### src/rtl/wmp_pkg.sv
// shared types, constants and bounds for the wkb multipolygon parser
// no dependencies; imported by every module of the block
package wmp_pkg;

    localparam int unsigned MAX_POLYGONS = 256;
    localparam int unsigned MAX_RINGS    = 256;
    localparam int unsigned MAX_POINTS   = 65536;

    localparam int unsigned POLYS_W  = $clog2(MAX_POLYGONS + 1);
    localparam int unsigned RINGS_W  = $clog2(MAX_RINGS + 1);
    localparam int unsigned POINTS_W = $clog2(MAX_POINTS + 1);

    localparam logic [7:0] TYPE_MULTIPOLYGON = 8'd6;
    localparam logic [7:0] TYPE_POLYGON      = 8'd3;
    localparam logic [3:0] COORD_LAST_BYTE   = 4'd15;
    localparam logic [3:0] WORD_LAST_BYTE    = 4'd3;

    localparam int unsigned OUT_DATA_W = 176;
    localparam int unsigned OUT_USER_W = 3;

    typedef enum logic [3:0] {
        PH_IDLE,
        PH_TOP_TYPE,
        PH_POLY_COUNT,
        PH_PG_ORDER,
        PH_PG_TYPE,
        PH_RING_COUNT,
        PH_POINT_COUNT,
        PH_COORD,
        PH_WAIT
    } wmp_phase_t;

    typedef enum logic [1:0] {
        ERR_NONE       = 2'd0,
        ERR_TOP_TYPE   = 2'd1,
        ERR_POLY_TYPE  = 2'd2,
        ERR_COUNT_OVER = 2'd3
    } wmp_err_t;

    typedef struct packed {
        logic [7:0] data_byte;
        logic       start_of_record;
    } wmp_item_t;

    typedef struct packed {
        logic [63:0] x_bits;
        logic [63:0] y_bits;
        logic [7:0]  polygon_index;
        logic [7:0]  ring_index;
        logic [15:0] point_index;
        logic [15:0] ring_point_count;
        logic        last_of_ring;
        logic        last_of_record;
        wmp_err_t    error_code;
    } wmp_result_t;

    // handshake between the parse core and the two register stages
    typedef struct packed {
        logic item_valid;
        logic out_free;
    } wmp_core_in_t;

    typedef struct packed {
        logic take;
        logic load;
    } wmp_core_out_t;

endpackage

### src/rtl/wkb_multipolygon_parser_unit.sv
// top level of the wkb multipolygon parser: input register, parse core, result register
// depends on wmp_pkg, wmp_in_stage, wmp_parse_core, wmp_out_stage
// the byte that completes a point passes the input register, then the result register
// throughput: one byte per cycle; a byte that yields a result waits on stalled output
// reset: rst_n clears both stage valid bits and the parser to idle, waiting for a start
module wkb_multipolygon_parser_unit (
    input  logic                               clk,
    input  logic                               rst_n,
    input  logic                               s_tvalid,
    output logic                               s_tready,
    input  logic [7:0]                         s_tdata,  // data_byte
    input  logic                               s_tuser,  // start_of_record
    output logic                               m_tvalid,
    input  logic                               m_tready,
    // x_bits, y_bits, polygon_index, ring_index, point_index, ring_point_count
    output logic [wmp_pkg::OUT_DATA_W-1:0]     m_tdata,
    // last_of_ring, error_code
    output logic [wmp_pkg::OUT_USER_W-1:0]     m_tuser,
    output logic                               m_tlast   // last_of_record
);
    import wmp_pkg::*;

    wmp_item_t     s_item;
    wmp_item_t     item;
    logic          item_valid;
    wmp_core_in_t  core_in;
    wmp_core_out_t core_out;
    wmp_result_t   result;
    wmp_result_t   m_result;
    logic          out_free;

    assign s_item.data_byte       = s_tdata;
    assign s_item.start_of_record = s_tuser;

    assign core_in.item_valid = item_valid;
    assign core_in.out_free   = out_free;

    wmp_in_stage u_in (
        .clk        (clk),
        .rst_n      (rst_n),
        .s_tvalid   (s_tvalid),
        .s_tready   (s_tready),
        .s_item     (s_item),
        .take       (core_out.take),
        .item_valid (item_valid),
        .item       (item)
    );

    wmp_parse_core u_core (
        .clk     (clk),
        .rst_n   (rst_n),
        .ctl_in  (core_in),
        .item    (item),
        .ctl_out (core_out),
        .result  (result)
    );

    wmp_out_stage u_out (
        .clk      (clk),
        .rst_n    (rst_n),
        .load     (core_out.load),
        .result   (result),
        .out_free (out_free),
        .m_tvalid (m_tvalid),
        .m_tready (m_tready),
        .m_result (m_result)
    );

    assign m_tdata = {m_result.ring_point_count, m_result.point_index,
                      m_result.ring_index, m_result.polygon_index,
                      m_result.y_bits, m_result.x_bits};
    assign m_tuser = {m_result.error_code, m_result.last_of_ring};
    assign m_tlast = m_result.last_of_record;

endmodule

### src/rtl/wmp_in_stage.sv
// input register for one byte transaction
// depends on wmp_pkg
module wmp_in_stage (
    input  logic                clk,
    input  logic                rst_n,
    input  logic                s_tvalid,
    output logic                s_tready,
    input  wmp_pkg::wmp_item_t  s_item,
    input  logic                take,
    output logic                item_valid,
    output wmp_pkg::wmp_item_t  item
);
    import wmp_pkg::*;

    logic      valid_reg;
    logic      valid_next;
    wmp_item_t item_reg;

    assign s_tready   = !valid_reg || take;
    assign item_valid = valid_reg;
    assign item       = item_reg;

    always_comb
    begin
        valid_next = valid_reg;
        if (s_tvalid && s_tready)
        begin
            valid_next = 1'b1;
        end
        else if (take)
        begin
            valid_next = 1'b0;
        end
    end

    always_ff @(posedge clk or negedge rst_n)
    begin
        if (!rst_n)
        begin
            valid_reg <= 1'b0;
        end
        else
        begin
            valid_reg <= valid_next;
        end
    end

    always_ff @(posedge clk)
    begin
        if (s_tvalid && s_tready)
        begin
            item_reg <= s_item;
        end
    end

endmodule

### src/rtl/wmp_parse_core.sv
// parser state and per-byte next-state logic
// depends on wmp_pkg
module wmp_parse_core (
    input  logic                  clk,
    input  logic                  rst_n,
    input  wmp_pkg::wmp_core_in_t ctl_in,
    input  wmp_pkg::wmp_item_t    item,
    output wmp_pkg::wmp_core_out_t ctl_out,
    output wmp_pkg::wmp_result_t  result
);
    import wmp_pkg::*;

    wmp_phase_t           phase_reg, phase_next;
    logic [3:0]           fbc_reg, fbc_next;
    logic [POLYS_W-1:0]   polys_left_reg, polys_left_next;
    logic [RINGS_W-1:0]   rings_left_reg, rings_left_next;
    logic [POINTS_W-1:0]  points_left_reg, points_left_next;
    logic [23:0]          count_reg, count_next;
    logic [63:0]          x_reg, x_next;
    logic [63:0]          y_reg, y_next;
    logic [7:0]           poly_cnt_reg, poly_cnt_next;
    logic [7:0]           ring_cnt_reg, ring_cnt_next;
    logic [15:0]          point_cnt_reg, point_cnt_next;
    logic [15:0]          ring_size_reg, ring_size_next;

    logic [7:0]  b;
    logic [31:0] full_count;
    logic        res_valid;
    logic        fin_ring;
    logic        fin_poly;

    assign b          = item.data_byte;
    assign full_count = {b, count_reg};

    assign ctl_out.take = ctl_in.item_valid && (!res_valid || ctl_in.out_free);
    assign ctl_out.load = ctl_out.take && res_valid;

    always_comb
    begin
        phase_next       = phase_reg;
        fbc_next         = fbc_reg;
        polys_left_next  = polys_left_reg;
        rings_left_next  = rings_left_reg;
        points_left_next = points_left_reg;
        count_next       = count_reg;
        x_next           = x_reg;
        y_next           = y_reg;
        poly_cnt_next    = poly_cnt_reg;
        ring_cnt_next    = ring_cnt_reg;
        point_cnt_next   = point_cnt_reg;
        ring_size_next   = ring_size_reg;
        result           = '0;
        res_valid        = 1'b0;
        fin_ring         = 1'b0;
        fin_poly         = 1'b0;

        if (item.start_of_record)
        begin
            phase_next       = PH_TOP_TYPE;
            fbc_next         = '0;
            polys_left_next  = '0;
            rings_left_next  = '0;
            points_left_next = '0;
            count_next       = '0;
            x_next           = '0;
            y_next           = '0;
            poly_cnt_next    = '0;
            ring_cnt_next    = '0;
            point_cnt_next   = '0;
            ring_size_next   = '0;
        end
        else
        begin
            // byte lanes of the count word being gathered
            if ((phase_reg == PH_POLY_COUNT || phase_reg == PH_RING_COUNT ||
                 phase_reg == PH_POINT_COUNT) && fbc_reg != WORD_LAST_BYTE)
            begin
                count_next[{fbc_reg[1:0], 3'b000} +: 8] =
                    count_reg[{fbc_reg[1:0], 3'b000} +: 8] | b;
                fbc_next = fbc_reg + 4'd1;
            end

            unique case (phase_reg)
                PH_TOP_TYPE:
                begin
                    if (fbc_reg == '0 && b != TYPE_MULTIPOLYGON)
                    begin
                        result.error_code = ERR_TOP_TYPE;
                        res_valid         = 1'b1;
                        phase_next        = PH_WAIT;
                    end
                    else if (fbc_reg == WORD_LAST_BYTE)
                    begin
                        fbc_next   = '0;
                        count_next = '0;
                        phase_next = PH_POLY_COUNT;
                    end
                    else
                    begin
                        fbc_next = fbc_reg + 4'd1;
                    end
                end
                PH_POLY_COUNT:
                begin
                    if (fbc_reg == WORD_LAST_BYTE)
                    begin
                        fbc_next = '0;
                        if (full_count > 32'(MAX_POLYGONS))
                        begin
                            result.error_code = ERR_COUNT_OVER;
                            res_valid         = 1'b1;
                            phase_next        = PH_WAIT;
                        end
                        else
                        begin
                            polys_left_next = full_count[POLYS_W-1:0];
                            poly_cnt_next   = '0;
                            phase_next = (full_count == '0) ? PH_WAIT : PH_PG_ORDER;
                        end
                    end
                end
                PH_PG_ORDER:
                begin
                    fbc_next   = '0;
                    phase_next = PH_PG_TYPE;
                end
                PH_PG_TYPE:
                begin
                    if (fbc_reg == '0 && b != TYPE_POLYGON)
                    begin
                        result.error_code = ERR_POLY_TYPE;
                        res_valid         = 1'b1;
                        phase_next        = PH_WAIT;
                    end
                    else if (fbc_reg == WORD_LAST_BYTE)
                    begin
                        fbc_next   = '0;
                        count_next = '0;
                        phase_next = PH_RING_COUNT;
                    end
                    else
                    begin
                        fbc_next = fbc_reg + 4'd1;
                    end
                end
                PH_RING_COUNT:
                begin
                    if (fbc_reg == WORD_LAST_BYTE)
                    begin
                        fbc_next = '0;
                        if (full_count > 32'(MAX_RINGS))
                        begin
                            result.error_code = ERR_COUNT_OVER;
                            res_valid         = 1'b1;
                            phase_next        = PH_WAIT;
                        end
                        else
                        begin
                            rings_left_next = full_count[RINGS_W-1:0];
                            ring_cnt_next   = '0;
                            count_next      = '0;
                            if (full_count == '0)
                            begin
                                fin_poly = 1'b1;
                            end
                            else
                            begin
                                phase_next = PH_POINT_COUNT;
                            end
                        end
                    end
                end
                PH_POINT_COUNT:
                begin
                    if (fbc_reg == WORD_LAST_BYTE)
                    begin
                        fbc_next = '0;
                        if (full_count > 32'(MAX_POINTS))
                        begin
                            result.error_code = ERR_COUNT_OVER;
                            res_valid         = 1'b1;
                            phase_next        = PH_WAIT;
                        end
                        else
                        begin
                            points_left_next = full_count[POINTS_W-1:0];
                            ring_size_next   = full_count[15:0];
                            point_cnt_next   = '0;
                            if (full_count == '0)
                            begin
                                fin_ring = 1'b1;
                            end
                            else
                            begin
                                x_next     = '0;
                                y_next     = '0;
                                phase_next = PH_COORD;
                            end
                        end
                    end
                end
                PH_COORD:
                begin
                    if (!fbc_reg[3])
                    begin
                        x_next[{fbc_reg[2:0], 3'b000} +: 8] =
                            x_reg[{fbc_reg[2:0], 3'b000} +: 8] | b;
                    end
                    else
                    begin
                        y_next[{fbc_reg[2:0], 3'b000} +: 8] =
                            y_reg[{fbc_reg[2:0], 3'b000} +: 8] | b;
                    end
                    fbc_next = fbc_reg + 4'd1;
                    if (fbc_reg == COORD_LAST_BYTE)
                    begin
                        fbc_next                = '0;
                        res_valid               = 1'b1;
                        result.x_bits           = x_next;
                        result.y_bits           = y_next;
                        result.polygon_index    = poly_cnt_reg;
                        result.ring_index       = ring_cnt_reg;
                        result.point_index      = point_cnt_reg;
                        result.ring_point_count = ring_size_reg;
                        result.last_of_ring     = (points_left_reg == POINTS_W'(1));
                        result.last_of_record   = (points_left_reg == POINTS_W'(1)) &&
                                                  (rings_left_reg == RINGS_W'(1)) &&
                                                  (polys_left_reg == POLYS_W'(1));
                        result.error_code       = ERR_NONE;
                        x_next                  = '0;
                        y_next                  = '0;
                        points_left_next        = points_left_reg - POINTS_W'(1);
                        point_cnt_next          = point_cnt_reg + 16'd1;
                        if (points_left_reg == POINTS_W'(1))
                        begin
                            fin_ring = 1'b1;
                        end
                    end
                end
                default:
                begin
                end
            endcase

            if (fin_ring)
            begin
                rings_left_next = rings_left_reg - RINGS_W'(1);
                ring_cnt_next   = ring_cnt_reg + 8'd1;
                point_cnt_next  = '0;
                fbc_next        = '0;
                count_next      = '0;
                if (rings_left_reg == RINGS_W'(1))
                begin
                    fin_poly = 1'b1;
                end
                else
                begin
                    phase_next = PH_POINT_COUNT;
                end
            end

            if (fin_poly)
            begin
                polys_left_next = polys_left_reg - POLYS_W'(1);
                poly_cnt_next   = poly_cnt_reg + 8'd1;
                ring_cnt_next   = '0;
                fbc_next        = '0;
                phase_next = (polys_left_reg == POLYS_W'(1)) ? PH_WAIT : PH_PG_ORDER;
            end
        end

        if (!ctl_in.item_valid)
        begin
            res_valid = 1'b0;
        end
    end

    always_ff @(posedge clk or negedge rst_n)
    begin
        if (!rst_n)
        begin
            phase_reg       <= PH_IDLE;
            fbc_reg         <= '0;
            polys_left_reg  <= '0;
            rings_left_reg  <= '0;
            points_left_reg <= '0;
            count_reg       <= '0;
            x_reg           <= '0;
            y_reg           <= '0;
            poly_cnt_reg    <= '0;
            ring_cnt_reg    <= '0;
            point_cnt_reg   <= '0;
            ring_size_reg   <= '0;
        end
        else if (ctl_out.take)
        begin
            phase_reg       <= phase_next;
            fbc_reg         <= fbc_next;
            polys_left_reg  <= polys_left_next;
            rings_left_reg  <= rings_left_next;
            points_left_reg <= points_left_next;
            count_reg       <= count_next;
            x_reg           <= x_next;
            y_reg           <= y_next;
            poly_cnt_reg    <= poly_cnt_next;
            ring_cnt_reg    <= ring_cnt_next;
            point_cnt_reg   <= point_cnt_next;
            ring_size_reg   <= ring_size_next;
        end
    end

endmodule

### src/rtl/wmp_out_stage.sv
// result register holding one point or error transaction
// depends on wmp_pkg
module wmp_out_stage (
    input  logic                 clk,
    input  logic                 rst_n,
    input  logic                 load,
    input  wmp_pkg::wmp_result_t result,
    output logic                 out_free,
    output logic                 m_tvalid,
    input  logic                 m_tready,
    output wmp_pkg::wmp_result_t m_result
);
    import wmp_pkg::*;

    logic        valid_reg;
    logic        valid_next;
    wmp_result_t result_reg;

    assign out_free = !valid_reg || m_tready;
    assign m_tvalid = valid_reg;
    assign m_result = result_reg;

    always_comb
    begin
        valid_next = valid_reg;
        if (load)
        begin
            valid_next = 1'b1;
        end
        else if (m_tready)
        begin
            valid_next = 1'b0;
        end
    end

    always_ff @(posedge clk or negedge rst_n)
    begin
        if (!rst_n)
        begin
            valid_reg <= 1'b0;
        end
        else
        begin
            valid_reg <= valid_next;
        end
    end

    always_ff @(posedge clk)
    begin
        if (load)
        begin
            result_reg <= result;
        end
    end

endmodule

### config.mk
export PLATFORM = sky130hd
export DESIGN_NAME = wkb_multipolygon_parser_unit
export DESIGN_NICKNAME = d
export VERILOG_FILES = /design/src/rtl/wmp_pkg.sv /design/src/rtl/wkb_multipolygon_parser_unit.sv /design/src/rtl/wmp_in_stage.sv /design/src/rtl/wmp_parse_core.sv /design/src/rtl/wmp_out_stage.sv
export SDC_FILE = /design/constraint.sdc
export NUM_CORES = 1
export LEC_CHECK = 0
export CORE_AREA = 8 8 200 240
export DETAILED_ROUTE_END_ITERATION = 10
export DIE_AREA = 0 0 208 248
export DONT_BUFFER_PORTS = 1
export SLEW_MARGIN = 20
export SYNTH_ARGS = -nofsm -noshare
export SYNTH_HDL_FRONTEND = slang
export SYNTH_SLANG_ARGS = --single-unit
### constraint.sdc
create_clock -name clk -period 31 [get_ports clk]
set_input_delay 6.2 -clock clk [delete_from_list [all_inputs] [get_ports clk]]
set_output_delay 6.2 -clock clk [all_outputs]
set_load 0.05 [all_outputs]
; ---- After elaboration in Yosys (flattened, before gate mapping)
; Cells that the tools add are included.
; W data, S select, Z words.
[totals]
ramBits = 0
mem_count = 0
wordCells = 233
mem_bits_ro = 0
reg_bits = 434
output_inout_bits = 182
in_bits = 13
latchBits = 0
[classes]
bitwise_logic = 5
order_cmp = 2
n_div = 0
n_eq_ne = 26
shift = 8
mul = 0
reduce_logical = 40
add_sub_neg = 9
muxes = 118
[ops]
columns = cell, count
row1 = $mux W64, 9
row2 = $pmux W64 S2, 2
row3 = $mux W24, 8
row4 = $mux W16, 9
row5 = $bwmux W64, 2
row6 = $shiftx A64 B7 Y8, 2
row7 = $shiftx A8 B8 Y64, 2
row8 = $mux W4, 27
row9 = $mux W8, 9
row10 = $mux W9, 8
row11 = $pmux W24 S3, 1
row12 = $mux W17, 4
row13 = $shift A8 B8 Y64 const A, 1
row14 = $pmux W17 S2, 1
row15 = $gt A32 B17 Y1 const B, 1
row16 = $gt A32 B9 Y1 const B, 1
row17 = $logic_not A32 Y1, 1
row18 = $pmux W16 S2, 1
row19 = $mux W1, 26
row20 = $bwmux W24, 1
row21 = $or A8 B8 Y8, 3
row22 = $pmux W4 S6, 1
row23 = $shift A8 B7 Y24 const A, 1
row24 = $shiftx A24 B6 Y8, 1
row25 = other kinds (38), 86

; ---- Depth between registers and ports, before layout
; Gate-level depths: netlist (run 1).
[depth]
ltp_word = 12
ltp_mapped = 17
depth_no_buf = 10

; ---- Hierarchy
; From an unflattened synthesis (run 1), not the netlist that was laid out.
[hier_totals]
hier_cells = 1964
area_unflattened_um2 = 21398.0
[by_module_without_submodules]
columns = mod, cells_each, instances, area_per_inst_um2
row1 = wmp_parse_core, 1768, 1, 15621.2
row2 = wmp_out_stage, 183, 1, 5452.7
row3 = wmp_in_stage, 13, 1, 324.1

; ---- Worst setup path before layout (run 1)
; OpenSTA, ideal clock, no wires.
[synth_path]
path_type = input -> register
from = in m_tready
to = reg u_out.result_reg (netlist bit u_out.m_result[0]) (enable)
setup_time_ns = 0.722
stages = 2
t_arrival_ns = 13.742
n_path_buf = 0
path_slack_ns = 16.536
cell_sequence = nor2b_1 -> nor2_1
[synth_between]
elab_chain_len = 4
[synth_lines]
columns = item, line
row1 = start: declaration, wkb_multipolygon_parser_unit.sv:14  ; input logic m_tready,
row2 = $logic_or A1 B1 Y1, wmp_out_stage.sv:19  ; assign out_free = !valid_reg || m_tready;
row3 = $logic_or A1 B1 Y1, wmp_parse_core.sv:35  ; assign ctl_out.take = ctl_in.item_valid && (!res_valid || ctl_in.out_free);
row4 = $logic_and A1 B1 Y1, wmp_parse_core.sv:35
row5 = $logic_and A1 B1 Y1, wmp_parse_core.sv:36  ; assign ctl_out.load = ctl_out.take && res_valid;
row6 = named net u_out.load, wmp_out_stage.sv:6  ; input logic load,
row7 = end signal: assignment, wmp_out_stage.sv:52  ; result_reg <= result;
row8 = end: declaration, wmp_out_stage.sv:17  ; wmp_result_t result_reg;
; The timed path passes the listed nets, and every way through them passes these cells.
; A chain may end at the register's enable or synchronous reset.

; ---- Final worst setup path (run 1)
[layout_path]
from = in m_tready
to = out s_tready
[layout_between]
elab_chain_len = 4
[layout_lines]
columns = item, line
row1 = $logic_or A1 B1 Y1, wmp_out_stage.sv:19
row2 = $logic_or A1 B1 Y1, wmp_parse_core.sv:35
row3 = $logic_and A1 B1 Y1, wmp_parse_core.sv:35
row4 = $logic_or A1 B1 Y1, wmp_in_stage.sv:19  ; assign s_tready = !valid_reg || take;
row5 = end: declaration, wkb_multipolygon_parser_unit.sv:10  ; output logic s_tready,
; No other way between the ends.

==> summary.md, run 1 <==
| Metric | Value |
|---|---|
| Status | `completed` |
| Buf/Inv on CP | `0` |
| First-pass GRT wire length | `100,700 µm` |
| DRC viols | `0` |
| Layout Nets | `2,020` |
| Hold Violations, Final | `0` |
| FF-to-FF setup slack | `roughly 26 ns` |
| Final setup TNS | `0 ns` |
| Crit-path slowest cell | `nand4_1` |
| Unrepaired setup endpoints after global routing | `no` |
| Deepest clock path buffer count | `3` |
| Area of the multi-input gates | `roughly 9200 µm²` |
| Die height | `approximately 250 µm` |
| Antenna-violating nets left | `0` |
| Synth Area in XOR/XNOR | `0.002007` |
| CP arrival | `roughly 7.2 ns` |
| Cts bufs inserted | `between 40 and 50` |
| Post-place instance area | `between 20,000 and 25,000 µm²` |
| Core ar. | `about 44,000 µm²` |
| Max reg flops | `180` |
| Vias in the first global route | `16,630` |
| Worst-skew pair later-pin latency | `about 0.58 ns` |
| Worst hold endpoint | `u_core.polys_left_reg[8]` |
| Yosys warnings | `0` |
| Postcts setup bufs | `0` |
| RePlAce Congestion | `between 0.8 and 0.9` |
| Cells on Worst Hold Path | `2` |
| CTS Sinks | `between 400 and 500` |
| # IOs | `around 200` |
| Setup skew after layout | `between 0.02 and 0.025 ns` |
| Total number of vias | `between 15,000 and 20,000` |
| Critical path's top delay family | `simple AND/OR/NAND/NOR gates` |
| R2R cell count | `10` |
| Tmin final | `13.42 ns` |
| Initial core utilization | `0.4931` |
| Multiplexer area fraction after synthesis | `0.03963` |
| Pre-antenna DRT Iters | `6` |
| Share of cells above drive strength 1 | `0.09414` |
| GR Overflow Total | `0` |
| Adder-Cell Fraction of Synth Area | `0.009176` |
| Synth Register Bits | `approximately 430` |
| Mean Syn Cell Area | `about 10 µm²` |
| Final setup viols | `0` |
| HPWL Detailed | `43,300 µm` |
| Full die area | `roughly 52,000 µm²` |
| Count leader, synth | `dfrtp_1` |
| Commonest cells in the netlist | `dfrtp_1 (245), nor2_1 (199), edfxtp_1 (189)` |
| GR Util All Layers | `0.2454` |
| Post-CTS Hold Buffers | `0` |
| Main combinational cell family by area after synthesis | `compound AO/OA/AOI/OAI gates` |
| Synthesized cell area | `around 22,000 µm²` |
| Largest net degree at the start of global routing | `246` |
| Vias/cell | `approximately 6.5` |
| Critical register-to-register path endpoint | `u_out.m_result[158]` |
| Yosys top cell area share | `0.2810` |
| Drt wl/cell | `24.94 µm` |
| Std cell rows | `85` |
| P per Cell Area | `just under 70 nW/µm²` |
| Root buf cell | `clkbuf_16` |
| Cells after synthesis | `~2,100` |
| Final standard cell area without fillers | `between 20,000 and 25,000 µm²` |
| Synth cell types | `91` |
| Clock-pin slew of the registers on the worst-case setup and hold paths | `about 0.06 ns` |
| CTS tree | `built` |
| Worst path required time | `24.80 ns` |
| RR Startpoint | `u_core.fbc_reg[1]` |
| Fmax | `0.07450 GHz` |
| Number of port buffers | `0` |
| Total Wirelength | `64,740 µm` |
| Initial antenna violation count | `6` |
| Pins over their slew limit | `0` |
| Crit path largest cell delay | `roughly 0.65 ns` |
| Area contributors post-synth | `dfrtp_1 (28%), edfxtp_1 (26%), a21oi_1 (4.1%)` |
| Worst Hold Class | `flip-flop to flip-flop` |
| Crit Path Max Fanout | `4` |
| Slew @ Worst Pin | `1.179 ns` |
| Synth Area in Simple Gates | `0.1805` |
| Power, Total | `roughly 0.0016 W` |
| Number of synthesized flops with an enable pin | `189` |
| Lkg Pwr | `between 8 and 9 nW` |
| HP Start | `u_core.polys_left_reg[8]` |
| CP Capture Type | `output pin` |
| Syn-to-layout area delta | `8.075%` |
| Synth area leader | `dfrtp_1` |
| Compound-Gate Fraction of Synth Area | `0.1856` |
| Crit Path Category | `primary input to output pin` |
| Async SR Flop Fraction | `0.5645` |
| Resized Gates After CTS | `0` |
| Reg area | `11,810 µm²` |
| Peak supply drop | `approximately 43 µV` |
| Fin crit share | `0.4330` |
| Critical-path cell list | `nor2b_1 -> nand4_1` |
| Iteration-0 DRC Markers | `approximately 1,400` |
| Die X-Extent | `roughly 210 µm` |
| Startpoint types | `primary input` |
| H-tree levels | `2` |
| # fillers | `just under 4,000` |
| Slew headroom | `0.2139` |
| Post-Syn Nets | `2,124` |
| Register area share after synthesis | `0.5411` |
| Ys flop type | `dfrtp_1` |
| Max-cap violations | `0` |
| Final design utilization | `0.5329` |
## worst max path at each step
stage | from | endpoint | slack (ns) | cells past startpoint
6_report | m_tready | s_tready | 17.58 | 2
5_1_grt | m_tready | s_tready | 17.54 | 2
4_1_cts | m_tready | s_tready | 17.57 | 2
3_5_place_dp | m_tready | s_tready | 17.59 | 2
3_3_place_gp | m_tready | s_tready | 17.59 | 2
2_1_floorplan | m_tready | u_out.m_result[0] | 16.54 | 2
## through the flow
| step | std cells | hold WS (ns) | worst slack (ns) |
|---|---|---|---|
| final | 2596 | 0.5122 | 17.58 |
| after global routing | 2595 | 0.5377 | 17.54 |
| after CTS | 2594 | 0.5124 | 17.57 |
| after detailed placement | 2508 | 0.4986 | 17.59 |
| after global placement | 2508 | 0.4876 | 17.59 |
| after floorplan | 2095 | 0.4650 | 16.54 |
## cells in the final DEF, fill, tap and decap left out, types with 9 or more instances in the layout
master,netlist,final
nand3_2,11,11
dfrtp_1,245,243
clkbuf_16,0,48
o21ai_1,37,37
nand2_1,112,110
nor2_1,199,196
nand4_1,29,29
and2_1,35,35
buf_4,2,19
and3_1,65,63
a31oi_1,17,17
inv_1,53,53
or3_1,9,9
a21oi_1,177,177
mux2i_1,11,11
a22o_1,42,42
o21ai_0,108,108
o31ai_1,72,72
o211ai_1,9,9
nor4_1,13,13
nor3_1,129,129
edfxtp_1,189,189
mux4_2,32,32
or2_2,19,19
or4_1,17,17
o2bb2ai_1,71,71
a211oi_1,21,21
clkinv_1,1,11
nor2b_1,9,9
nand3_1,57,57
ha_1,16,16
## power breakdown
group / switching (W) / internal (W)
Combinational: 0.000194 / 0.0000752
Clock: 0.000237 / 0.000334
Sequential: 0.000133 / 0.000648
## final cells by class
| class | count | share of cell area |
|---|---|---|
| inverters | 54 | 0.008596 |
| repair buffers | 19 | 0.006049 |
| flip-flops and latches | 434 | 0.5008 |
| well taps | 565 | 0.02998 |
| clock inverters | 27 | 0.01220 |
| diodes | 2 | 0.0002123 |
| clock buffers | 59 | 0.05397 |
| multi-input cells | 1436 | 0.3882 |
## kinds of logic (layout without fill, tap and decap cells)
family / count (synthesis) / in the layout
simple gates: 753 / 753
other cells: 0 / 2
flops: 434 / 434
mux: 46 / 46
fa+ha+maj: 16 / 16
compound gates: 616 / 616
xor+xnor: 5 / 5
buf+inv: 225 / 159
## layer usage
metal / GRT usage / vias up / part of all wire
met5: 0 / - / 0.00079
met4: 0.09235 / 8 / 0.038
met3: 0.05204 / 156 / 0.067
met2: 0.4337 / 666 / 0.51
met1: 0.2927 / 8381 / 0.39
li1: - / 7695 / -
Power figures use the tool's default switching activity.
==> inputs of run 2 (changes only) <==
PLACE_DENSITY = 0.67   (was default)
clock period = 11.9 ns   (was 31 ns; I/O delays follow)
==> run 2 against run 1 <==
Against the previous run: register-to-register slack got worse by 19 ns; critical path depth increased by 6; non-clock buffer count increased by 3; global-route usage decreased by 0.50 points; design area about the same; highest routed layer unchanged.
==> summary.md, run 2 (synthesized netlist as in run 1, its figures left out) <==
| Metric | Value |
|---|---|
| Status | `completed` |
| Buf/Inv on CP | `1` |
| Clock-pin slew of the registers on the worst-case setup and hold paths | `around 0.07 ns` |
| Hold Violations, Final | `0` |
| # IOs | `between 150 and 200` |
| Final setup viols | `0` |
| Die X-Extent | `around 210 µm` |
| Antenna-violating nets left | `0` |
| Layout Nets | `between 2,000 and 2,500` |
| Syn-to-layout area delta | `8.144%` |
| Crit path largest cell delay | `approximately 0.65 ns` |
| Fin crit share | `0.5324` |
| RR Startpoint | `u_core.fbc_reg[1]` |
| Reg area | `11,810 µm²` |
| Hold_ws | `0.5153 ns` |
| Most frequent cells in the layout | `dfrtp_1 (243), nor2_1 (196), edfxtp_1 (189)` |
| Worst setup margin | `around 5.6 ns` |
| Total Wirelength | `approximately 63,000 µm` |
| Drt wl/cell | `~24 µm` |
| Unrepaired setup endpoints after global routing | `no` |
| DRC viols | `0` |
| Pre-CTS WS | `around 6 ns` |
| CP Capture Type | `output pin` |
| Share of cells above drive strength 1 | `0.09566` |
| Crit-path slowest cell | `buf_4` |
| Worst-skew pair later-pin latency | `0.60 ns` |
| Critical-path cell list | `buf_4 -> ha_1 -> nor3b_2 -> o21ai_1 -> nor2_1 -> nor3_1 -> o21ai_0 -> nand4_1` |
| P per Cell Area | `179.0 nW/µm²` |
| Post-CTS Hold Buffers | `0` |
| Iteration-0 DRC Markers | `about 1,700` |
| Pre-antenna DRT Iters | `5` |
| Number of port buffers | `0` |
| First-pass GRT wire length | `98,940 µm` |
| Vias/cell | `between 6 and 7` |
| HPWL Detailed | `42,290 µm` |
| Vias in the first global route | `approximately 17,000` |
| GR Util All Layers | `0.2404` |
| Slew @ Worst Pin | `1.114 ns` |
| Largest net degree at the start of global routing | `about 250` |
| RePlAce Congestion | `between 0.9 and 1` |
| Critical path's top delay family | `simple AND/OR/NAND/NOR gates` |
| HP Start | `u_core.y_reg[48]` |
| Max-cap violations | `0` |
| Pins over their slew limit | `0` |
| Initial antenna violation count | `8` |
| Setup skew after layout | `between 0.05 and 0.06 ns` |
| Commonest non-fill, non-tap cell in the layout | `dfrtp_1` |
| # fillers | `approximately 3,800` |
| Crit Path Category | `flip-flop to output pin` |
| Resized Gates After CTS | `0` |
| Max reg flops | `180` |
| Peak supply drop | `117.0 µV` |
| Std cell rows | `85` |
| GR Overflow Total | `0` |
| CTS tree | `built` |
| Area of the multi-input gates | `slightly above 9000 µm²` |
| Startpoint types | `flip-flop` |
| Crit Path Max Fanout | `47` |
| Die height | `248 µm` |
| Non-Filler Instances | `2,596` |
| Full die area | `51,580 µm²` |
| Worst path required time | `approximately 9.5 ns` |
| Deepest clock path buffer count | `3` |
| Slew headroom | `0.2480` |
| CP arrival | `~4.0 ns` |
| Root buf cell | `clkbuf_16` |
| CTS Sinks | `roughly 430` |
| Final setup TNS | `0 ns` |
| Total number of vias | `16,912` |
| Lkg Pwr | `between 8 and 9 nW` |
| Fmax | `around 0.16 GHz` |
| Final design utilization | `0.5333` |
| Worst Hold Class | `flip-flop to flip-flop` |
| Worst setup startpoint | `u_core.fbc_reg[0]` |
| Tmin final | `around 6.3 ns` |
| Postcts setup bufs | `0` |
| Initial core utilization | `0.4931` |
| Cts bufs inserted | `44` |
| Core ar. | `44,240 µm²` |
| H-tree levels | `2` |
| DP Cell Count | `roughly 2,500` |
run 2: cell types whose count changed in the layout (fill, tap and decap cells not counted), sizes merged:
cell	change
diode	+1
buf	+3
clkinvlp	-1
bufinv	+2
inv	-2
clkbuf	-6
clkinv	+3
run 2: final timing paths:
check                                            to  slack (ns)  cells after the start
setup reg to reg               u_core.count_reg[17]        7.06                     10
setup / recovery                           s_tready        5.56                      8
hold / removal                     u_core.y_reg[48]        0.52                      1
max in group asynchronous  u_core.point_cnt_reg[13]        9.55                      0
min in group asynchronous    u_core.ring_cnt_reg[3]        1.52                      0
hold reg to reg                    u_core.y_reg[48]        0.52                      1
run 2: per-layer routing:
layer | share of wire | global-route usage
met5 | 0.0011 | 0
met4 | 0.041 | 0.1076
met3 | 0.071 | 0.05153
met2 | 0.49 | 0.4105
met1 | 0.39 | 0.2918
run 2: worst reg2reg max path: cells and delay by family (launching register included):
| kind | cells | cell delay [ns] |
|---|---|---|
| fa+ha+maj | 1 | 0.26 |
| compound gates | 3 | 0.81 |
| flops | 1 | 0.65 |
| simple gates | 3 | 1.78 |
| buf+inv | 3 | 1.25 |
run 2: area by class of cell:
class | count | share of cell area
sequential | 434 | 0.5005
multi-input combinational | 1436 | 0.3878
clock buffer | 53 | 0.05075
tap | 565 | 0.02996
clock inverter | 29 | 0.01506
inverter | 54 | 0.008591
timing repair buffer | 22 | 0.007000
antenna | 3 | 0.0003182
run 2: where the power goes:
part / switching [W] / internal (W)
Combinational: 0.000503 / 0.000197
Sequential: 0.000351 / 0.00169
Clock: 0.000607 / 0.000874
Total: 0.00146 / 0.00276
run 2: metrics by stage:
| stage | total power, W | cell area (µm²) |
|---|---|---|
| global placement | 0.002747 | 22020 |
| finish | 0.004223 | 23590 |
| detailed placement | 0.002756 | 22030 |
| CTS | 0.004238 | 23580 |
| global route | 0.004369 | 23590 |
| floorplan | 0.002568 | 21820 |
